$ cat src/rtl/depm_pkg.sv
`default_nettype none
package depm_pkg;

	localparam int WINDOW_DEPTH = 8;
	localparam int SECTOR_COUNT = 8;

	localparam int TS_W     = 32;
	localparam int TOL_W    = 16;
	localparam int PERIOD_W = 40;

	localparam logic [TOL_W-1:0] TOL_RESET = 16'd20;

	// x / 5 == (x * 0xCCCCCCCD) >> 34 for every 32-bit x
	localparam logic [TS_W-1:0] DIV5_MUL   = 32'hCCCC_CCCD;
	localparam int              DIV5_SHIFT = 34;

	typedef enum logic [1:0] {
		ACT_RISE = 2'd0,
		ACT_FALL = 2'd1,
		ACT_HALL = 2'd2,
		ACT_NONE = 2'd3
	} action_t;

	typedef struct packed {
		logic            tok;
		logic [TS_W-1:0] pmax;
		logic [TS_W-1:0] val;
	} link_t;

endpackage
`default_nettype wire

$ cat src/rtl/depm_if.sv
`default_nettype none
interface depm_evt_if;
	logic                      valid;
	logic                      ready;
	logic [1:0]                action;
	logic [depm_pkg::TS_W-1:0] timestamp;

	modport source (output valid, action, timestamp, input ready);
	modport sink (input valid, action, timestamp, output ready);
endinterface

interface depm_res_if;
	logic                          valid;
	logic                          ready;
	logic [depm_pkg::TS_W-1:0]     window_max;
	logic [depm_pkg::PERIOD_W-1:0] cycle_period;
	logic                          steady;
	logic [depm_pkg::TS_W-1:0]     hall_time;

	modport source (output valid, window_max, cycle_period, steady, hall_time, input ready);
	modport sink (input valid, window_max, cycle_period, steady, hall_time, output ready);
endinterface
`default_nettype wire

$ cat src/rtl/depm_cell.sv
`default_nettype none
module depm_cell (
	input  wire logic            clk,
	input  wire logic            arst_n,
	input  wire logic            shift_en,
	input  wire depm_pkg::link_t link_in,
	output depm_pkg::link_t      link_out
);
	import depm_pkg::*;

	logic [TS_W-1:0] val_q;
	logic [TS_W-1:0] pmax_s;
	logic            tok_s;

	always_ff @(posedge clk or negedge arst_n) begin
		if (!arst_n) begin
			val_q  <= '0;
			pmax_s <= '0;
			tok_s  <= 1'b0;
		end else begin
			if (shift_en) begin
				val_q <= link_in.val;
			end
			pmax_s <= (val_q > link_in.pmax) ? val_q : link_in.pmax;
			tok_s  <= link_in.tok;
		end
	end

	assign link_out.tok  = tok_s;
	assign link_out.pmax = pmax_s;
	assign link_out.val  = val_q;

endmodule
`default_nettype wire

$ cat src/rtl/disk_edge_period_monitor.sv
`default_nettype none
// An accepted event beat launches a token down the cell chain; its result is loaded into the
// output register when the token leaves the last cell and that register is free. No new event is
// taken until then; the running maximum walks the cell chain one cell per cycle.
// A finished result waits in the output register while the next event is taken.
// Reset clears window, times, previous delta and steady flag; tolerance resets to 20.
module disk_edge_period_monitor (
	input  wire logic                       clk,
	input  wire logic                       arst_n,
	depm_evt_if.sink                        evt,
	depm_res_if.source                      res,
	input  wire logic                       cfg_we,
	input  wire logic [depm_pkg::TOL_W-1:0] cfg_wdata
);
	import depm_pkg::*;

	logic [TS_W-1:0]  rise_q, fall_q, hall_q, prev_q, grow_lim_q;
	logic [TOL_W-1:0] tol_q;
	logic             steady_q;
	logic             busy_q, start_q, hold_q, res_valid_q;
	logic [TS_W-1:0]  hold_max_q;
	logic [TS_W-1:0]     res_max_q;
	logic [PERIOD_W-1:0] res_period_q;
	logic                res_steady_q;
	logic [TS_W-1:0]     res_hall_q;

	logic            accept, is_photo, unsteady, res_free, last_tok, load;
	logic [TS_W-1:0] delta, gap, load_max;
	logic [2*TS_W-1:0] div_prod;
	action_t         act;

	link_t chain [WINDOW_DEPTH+1];

	assign act      = action_t'(evt.action);
	assign accept   = evt.valid && evt.ready;
	assign evt.ready = !busy_q;

	always_comb begin
		is_photo = 1'b0;
		delta    = evt.timestamp - rise_q;
		unique case (act)
			ACT_RISE: begin
				is_photo = 1'b1;
				delta    = evt.timestamp - fall_q;
			end
			ACT_FALL: begin
				is_photo = 1'b1;
				delta    = evt.timestamp - rise_q;
			end
			default: begin
				is_photo = 1'b0;
			end
		endcase
	end

	always_comb begin
		if (delta > prev_q) begin
			gap      = delta - prev_q;
			unsteady = gap > grow_lim_q;
		end else begin
			gap      = prev_q - delta;
			unsteady = gap > {{(TS_W-TOL_W){1'b0}}, tol_q};
		end
	end

	assign div_prod = {{TS_W{1'b0}}, prev_q} * {{TS_W{1'b0}}, DIV5_MUL};

	assign chain[0].tok  = start_q;
	assign chain[0].pmax = '0;
	assign chain[0].val  = delta;

	for (genvar i = 0; i < WINDOW_DEPTH; i++) begin : g_cell
		depm_cell u_cell (
			.clk      (clk),
			.arst_n   (arst_n),
			.shift_en (accept && is_photo),
			.link_in  (chain[i]),
			.link_out (chain[i+1])
		);
	end

	assign last_tok = chain[WINDOW_DEPTH].tok;
	assign res_free = !res_valid_q || res.ready;
	assign load     = (last_tok || hold_q) && res_free;
	assign load_max = hold_q ? hold_max_q : chain[WINDOW_DEPTH].pmax;

	always_ff @(posedge clk or negedge arst_n) begin
		if (!arst_n) begin
			rise_q      <= '0;
			fall_q      <= '0;
			hall_q      <= '0;
			prev_q      <= '0;
			grow_lim_q  <= '0;
			steady_q    <= 1'b0;
			tol_q       <= TOL_RESET;
			busy_q      <= 1'b0;
			start_q     <= 1'b0;
			hold_q      <= 1'b0;
			res_valid_q <= 1'b0;
		end else begin
			grow_lim_q <= TS_W'(div_prod[2*TS_W-1:DIV5_SHIFT]);
			start_q    <= accept;
			if (cfg_we) begin
				tol_q <= cfg_wdata;
			end
			if (accept) begin
				busy_q <= 1'b1;
				if (act == ACT_RISE) begin
					rise_q <= evt.timestamp;
				end
				if (act == ACT_FALL) begin
					fall_q <= evt.timestamp;
				end
				if (act == ACT_HALL) begin
					hall_q <= evt.timestamp;
				end
				if (is_photo) begin
					prev_q   <= delta;
					steady_q <= !unsteady;
				end
			end
			if (load) begin
				res_valid_q <= 1'b1;
				hold_q      <= 1'b0;
				busy_q      <= 1'b0;
			end else begin
				if (res.ready) begin
					res_valid_q <= 1'b0;
				end
				if (last_tok) begin
					hold_q <= 1'b1;
				end
			end
		end
	end

	always_ff @(posedge clk) begin
		if (last_tok && !hold_q) begin
			hold_max_q <= chain[WINDOW_DEPTH].pmax;
		end
		if (load) begin
			res_max_q    <= load_max;
			res_period_q <= PERIOD_W'(load_max) * PERIOD_W'(SECTOR_COUNT);
			res_steady_q <= steady_q;
			res_hall_q   <= hall_q;
		end
	end

	assign res.valid        = res_valid_q;
	assign res.window_max   = res_max_q;
	assign res.cycle_period = res_period_q;
	assign res.steady       = res_steady_q;
	assign res.hall_time    = res_hall_q;

endmodule
`default_nettype wire
$ cat src/flat_wrapper.sv
// flat-port wrapper written by rule: the top's interface ports become plain ports
module disk_edge_period_monitor_flat import depm_pkg::*;
  (clk, arst_n, cfg_we, cfg_wdata, evt_valid, evt_action, evt_timestamp, evt_ready, res_valid, res_window_max, res_cycle_period, res_steady, res_hall_time, res_ready);
  depm_evt_if evt_i ();
  depm_res_if res_i ();
  input  wire logic clk;
  input  wire logic arst_n;
  input  wire logic cfg_we;
  input  wire logic [depm_pkg::TOL_W-1:0] cfg_wdata;
  input wire logic [$bits(evt_i.valid)-1:0] evt_valid;
  input wire logic [$bits(evt_i.action)-1:0] evt_action;
  input wire logic [$bits(evt_i.timestamp)-1:0] evt_timestamp;
  output wire logic [$bits(evt_i.ready)-1:0] evt_ready;
  output wire logic [$bits(res_i.valid)-1:0] res_valid;
  output wire logic [$bits(res_i.window_max)-1:0] res_window_max;
  output wire logic [$bits(res_i.cycle_period)-1:0] res_cycle_period;
  output wire logic [$bits(res_i.steady)-1:0] res_steady;
  output wire logic [$bits(res_i.hall_time)-1:0] res_hall_time;
  input wire logic [$bits(res_i.ready)-1:0] res_ready;
  assign evt_i.valid = evt_valid;
  assign evt_i.action = evt_action;
  assign evt_i.timestamp = evt_timestamp;
  assign evt_ready = evt_i.ready;
  assign res_valid = res_i.valid;
  assign res_window_max = res_i.window_max;
  assign res_cycle_period = res_i.cycle_period;
  assign res_steady = res_i.steady;
  assign res_hall_time = res_i.hall_time;
  assign res_i.ready = res_ready;
  disk_edge_period_monitor u_core (.clk(clk), .arst_n(arst_n), .evt(evt_i), .res(res_i), .cfg_we(cfg_we), .cfg_wdata(cfg_wdata));
endmodule
$ cat config.mk
export PLATFORM = sky130hd
export DESIGN_NAME = disk_edge_period_monitor_flat
export DESIGN_NICKNAME = d
export VERILOG_FILES = /design/src/rtl/depm_pkg.sv /design/src/rtl/depm_if.sv /design/src/rtl/depm_cell.sv /design/src/rtl/disk_edge_period_monitor.sv /design/src/flat_wrapper.sv
export SDC_FILE = /design/constraint.sdc
export NUM_CORES = 2
export LEC_CHECK = 0
export BUFFER_PORTS_ARGS = -buffer_cell sky130_fd_sc_hd__buf_2
export CAP_MARGIN = 20
export CORE_ASPECT_RATIO = 1.25
export CORE_MARGIN = 2
export CORE_UTILIZATION = 58
export DETAILED_ROUTE_END_ITERATION = 8
export PLACE_DENSITY = 0.87
export SETUP_SLACK_MARGIN = 0.1
export SYNTH_ARGS = -nofsm -noshare
export SYNTH_HDL_FRONTEND = slang
export SYNTH_HIERARCHICAL = 1
export SYNTH_SLANG_ARGS = --single-unit
$ cat constraint.sdc
create_clock -name clk -period 7.6 [get_ports clk]
set_input_delay 0.76 -clock clk [delete_from_list [all_inputs] [get_ports clk]]
set_output_delay 0.76 -clock clk [all_outputs]
set_load 0.1 [all_outputs]
==> impl_metrics.ini <==
[logic_synthesis]
synthArstFlopShare_pct = 87.8
synth-seq-area-share_pct = 34.4
syn_area_per_cell_um2 = 11.6
yosys_warnings = 6
synth-seq-cells = 796
synth-main-ff-cell = dfrtp_1
synth_top_family_by_area = adder cells
synthXorXnorAreaFrac_pct = 1.56
synthesis.area_um2 = 59400
syn_inst = 5113
synthSimpleGateAreaFrac_pct = 5.01
synth_compound_area_share_pct = 7.85
ys_types = 81
synth_edf_count = 97
synth_fa_ha_area_share_pct = 29.5
synthMuxAreaShare_pct = 14.2

[cts]
cts_tree = done
cts_buffers = 82
cts_root_buffer = clkbuf_16
clock-sinks = 796
cts.hold.buffers_added = 0
clkTransAtPathRegs_ns = 0.06
clock_latency_ns = 0.69
htree_num_levels = 3
clockBufferDepth = 3

[min_path]
hp-class = input port to asynchronous set/reset pin

[global_routing]
grt_pass1_vias = 43400
grt.total_usage_pct = 31.8
grt.overflow.total = 0
antenna_found_initial = 6
grt_start_max_net_pins = 163
grt_pass1_wl_mm = 253

[sta]
final_max_slew_viol_count = 0
worst-slew-pin-transition_ns = 1.08
fin_setup_tns_ns = 0
fin_hold_ws_ns = 0.169
clock-skew-final_ns = 0.0629
slew_headroom_pct = 28.1
hold_viol_final = 0
finalSetupViolCount = 0
post-route-min-period_ns = 7.32
timing.fmax_mhz = 137
rsz0062_at_grt = yes
period_share_pct = 96.4

[place]
dpl.hpwl_mm = 129
gp_congestion = 1.03
portBuffers = 153

[finish]
area_growth_pct = 11.2
num-nets-final = 6694
multi_input_area_um2 = 34900
mostFrequentLayoutCell = inv_1
final_cell_mix = inv_1, ha_1, dfrtp_1
num_antenna_cells = 0
seq_area_um2 = 20400
fillCellCount = 7328
drive_gt1_share_pct = 22.5

[critical_path]
ff2ff_setup_slack_ns = 0.28
path_max_fanout = 4
cp-start-kind = flip-flop
r2r_start = u_core/prev_q[12]
worst_ep_arrival_time_ns = 7.90
worst_setup_path_end_kind = flip-flop
reg2reg_to = u_core/grow_lim_q[23]
r2r_cells = 24
criticalPathCategory = flip-flop to flip-flop
required_ns = 8.18

[floorplan]
ioPinCount = 162
die_height_um = 362
num_rows = 131
die_w_um = 290
die_area_um2 = 105000
start_util_pct = 58.4
core_um2 = 102000

[routing]
drtIter0Drc = 2629
ant_nets = 0
dr.pass1.iters = 6
drc = 0
vias = 39900
routedWlPerCell_um = 24.0
viasPerCell = 5.79
finalWirelength_mm = 165

[job]
maxCapViolations = 0

[outcome]
status = complete, no violations
cells by family after synthesis:
group	Yosys count
AOI/OAI and AO/OA	723
and+or+nand+nor	565
adders and majority gates	1149
buffers and inverters	1102
DFF	796
muxes	671
other	1
xor gates and xnor gates	106
what timing repair did:
item | 4_1_cts | 5_1_grt
pin swaps | 0 | 2
cloned | 0 | 0
resized for setup | 6 | 40
endpoints found under the hold margin | 0 | 0
buffers inserted | 0 | 8
setup endpoints to repair | 6 | 13
Yosys cell counts, types with 18 or more instances:
cell type | number | share of area [%]
xnor2_1 | 61 | 0.90
nor4_1 | 18 | 0.19
o21a_1 | 31 | 0.39
o21ai_1 | 30 | 0.25
ha_1 | 731 | 15
clkbuf_1 | 80 | 0.51
fa_1 | 418 | 14
a21o_1 | 91 | 1.2
xor2_1 | 45 | 0.66
nand4_1 | 85 | 0.90
mux2_4 | 240 | 6.1
nand2_1 | 163 | 1.0
nor2b_1 | 31 | 0.33
buf_6 | 24 | 0.45
and3_1 | 18 | 0.19
a21oi_1 | 255 | 2.1
mux2i_1 | 36 | 0.61
dfrtp_1 | 697 | 29
edfxtp_1 | 97 | 4.9
nor3_1 | 38 | 0.32
nand2b_1 | 21 | 0.22
mux2_2 | 379 | 7.2
o21ai_0 | 141 | 1.2
buf_4 | 48 | 0.61
inv_1 | 936 | 5.9
nand3_1 | 35 | 0.29
nor2_1 | 95 | 0.60
area by class of cell:
| cell class | count | share of cell area [%] |
|---|---|---|
| multi-input combinational | 3286 | 52.9 |
| clock inverter | 44 | 0.905 |
| sequential | 796 | 30.9 |
| timing repair buffer | 388 | 3.96 |
| tap | 1330 | 2.52 |
| inverter | 936 | 5.35 |
| clock buffer | 110 | 3.51 |
state kept, by name (all words and copies together), names as in the netlist:
signal                       cells
u_core/g_cell.u_cell/pmax_s    256
u_core/g_cell.u_cell/val_q     256
u_core/fall_q                   32
u_core/hall_q                   32
u_core/hold_max_q               32
u_core/prev_q                   32
u_core/res.cycle_period         32
u_core/res.hall_time            32
u_core/rise_q                   32
u_core/grow_lim_q               30
u_core/tol_q                    16
u_core/g_cell.u_cell/tok_s       8
u_core/busy_q                    1
u_core/hold_q                    1
u_core/res.steady                1
u_core/res.valid                 1
u_core/start_q                   1
u_core/steady_q                  1
stage by stage:
stage / instance area [µm²] / worst slack (ns) / utilization [%] / instances
after detailed placement: 62900 / -0.198 / 61.8 / 6728
after global placement: 62900 / -0.157 / 61.8 / 6728
after global routing: 66100 / 0.0489 / 64.9 / 6890
after floorplan: 59700 / 0.379 / - / 5184
final: 66100 / 0.275 / 64.9 / 6890
after CTS: 65900 / 0.0852 / 64.7 / 6882
critical path, stage by stage, from the launching register on:
cell      delay, ns
dfrtp_2        0.48
ha_4           0.33
inv_1          0.12
fa_1           0.52
inv_1          0.06
fa_1           0.44
fa_1           0.52
fa_1           0.62
fa_1           0.50
fa_1           0.54
fa_1           0.43
ha_1           0.35
a21oi_1        0.21
buf_4          0.19
o21ai_1        0.13
a221oi_2       0.29
a21oi_1        0.11
nor3_2         0.28
buf_4          0.21
nor2_1         0.05
nor2_1         0.16
o21bai_1       0.11
a31o_2         0.23
a21oi_1        0.18
xnor2_1        0.16
worst max path at each step:
stage	slack, ns	start	end
floorplan	0.38	evt_action[1]	u_core/steady_q
global placement	-0.16	evt_action[1]	u_core/steady_q
detailed placement	-0.20	evt_action[1]	u_core/steady_q
CTS	0.09	u_core/prev_q[28]	u_core/grow_lim_q[29]
global route	0.05	u_core/prev_q[12]	u_core/grow_lim_q[23]
finish	0.28	u_core/prev_q[12]	u_core/grow_lim_q[23]
routing by layer:
metal	track usage (%)	vias up	wire length, µm
li1	-	18000	-
met1	34.1	20100	58200
met2	57.6	1312	85100
met3	4.23	486	7700
met4	23.1	4	14200
met5	0	-	29
Power is left out: the tool's default activity adds up to more than one toggle a clock period on the data nets, which glitch-free logic cannot reach.
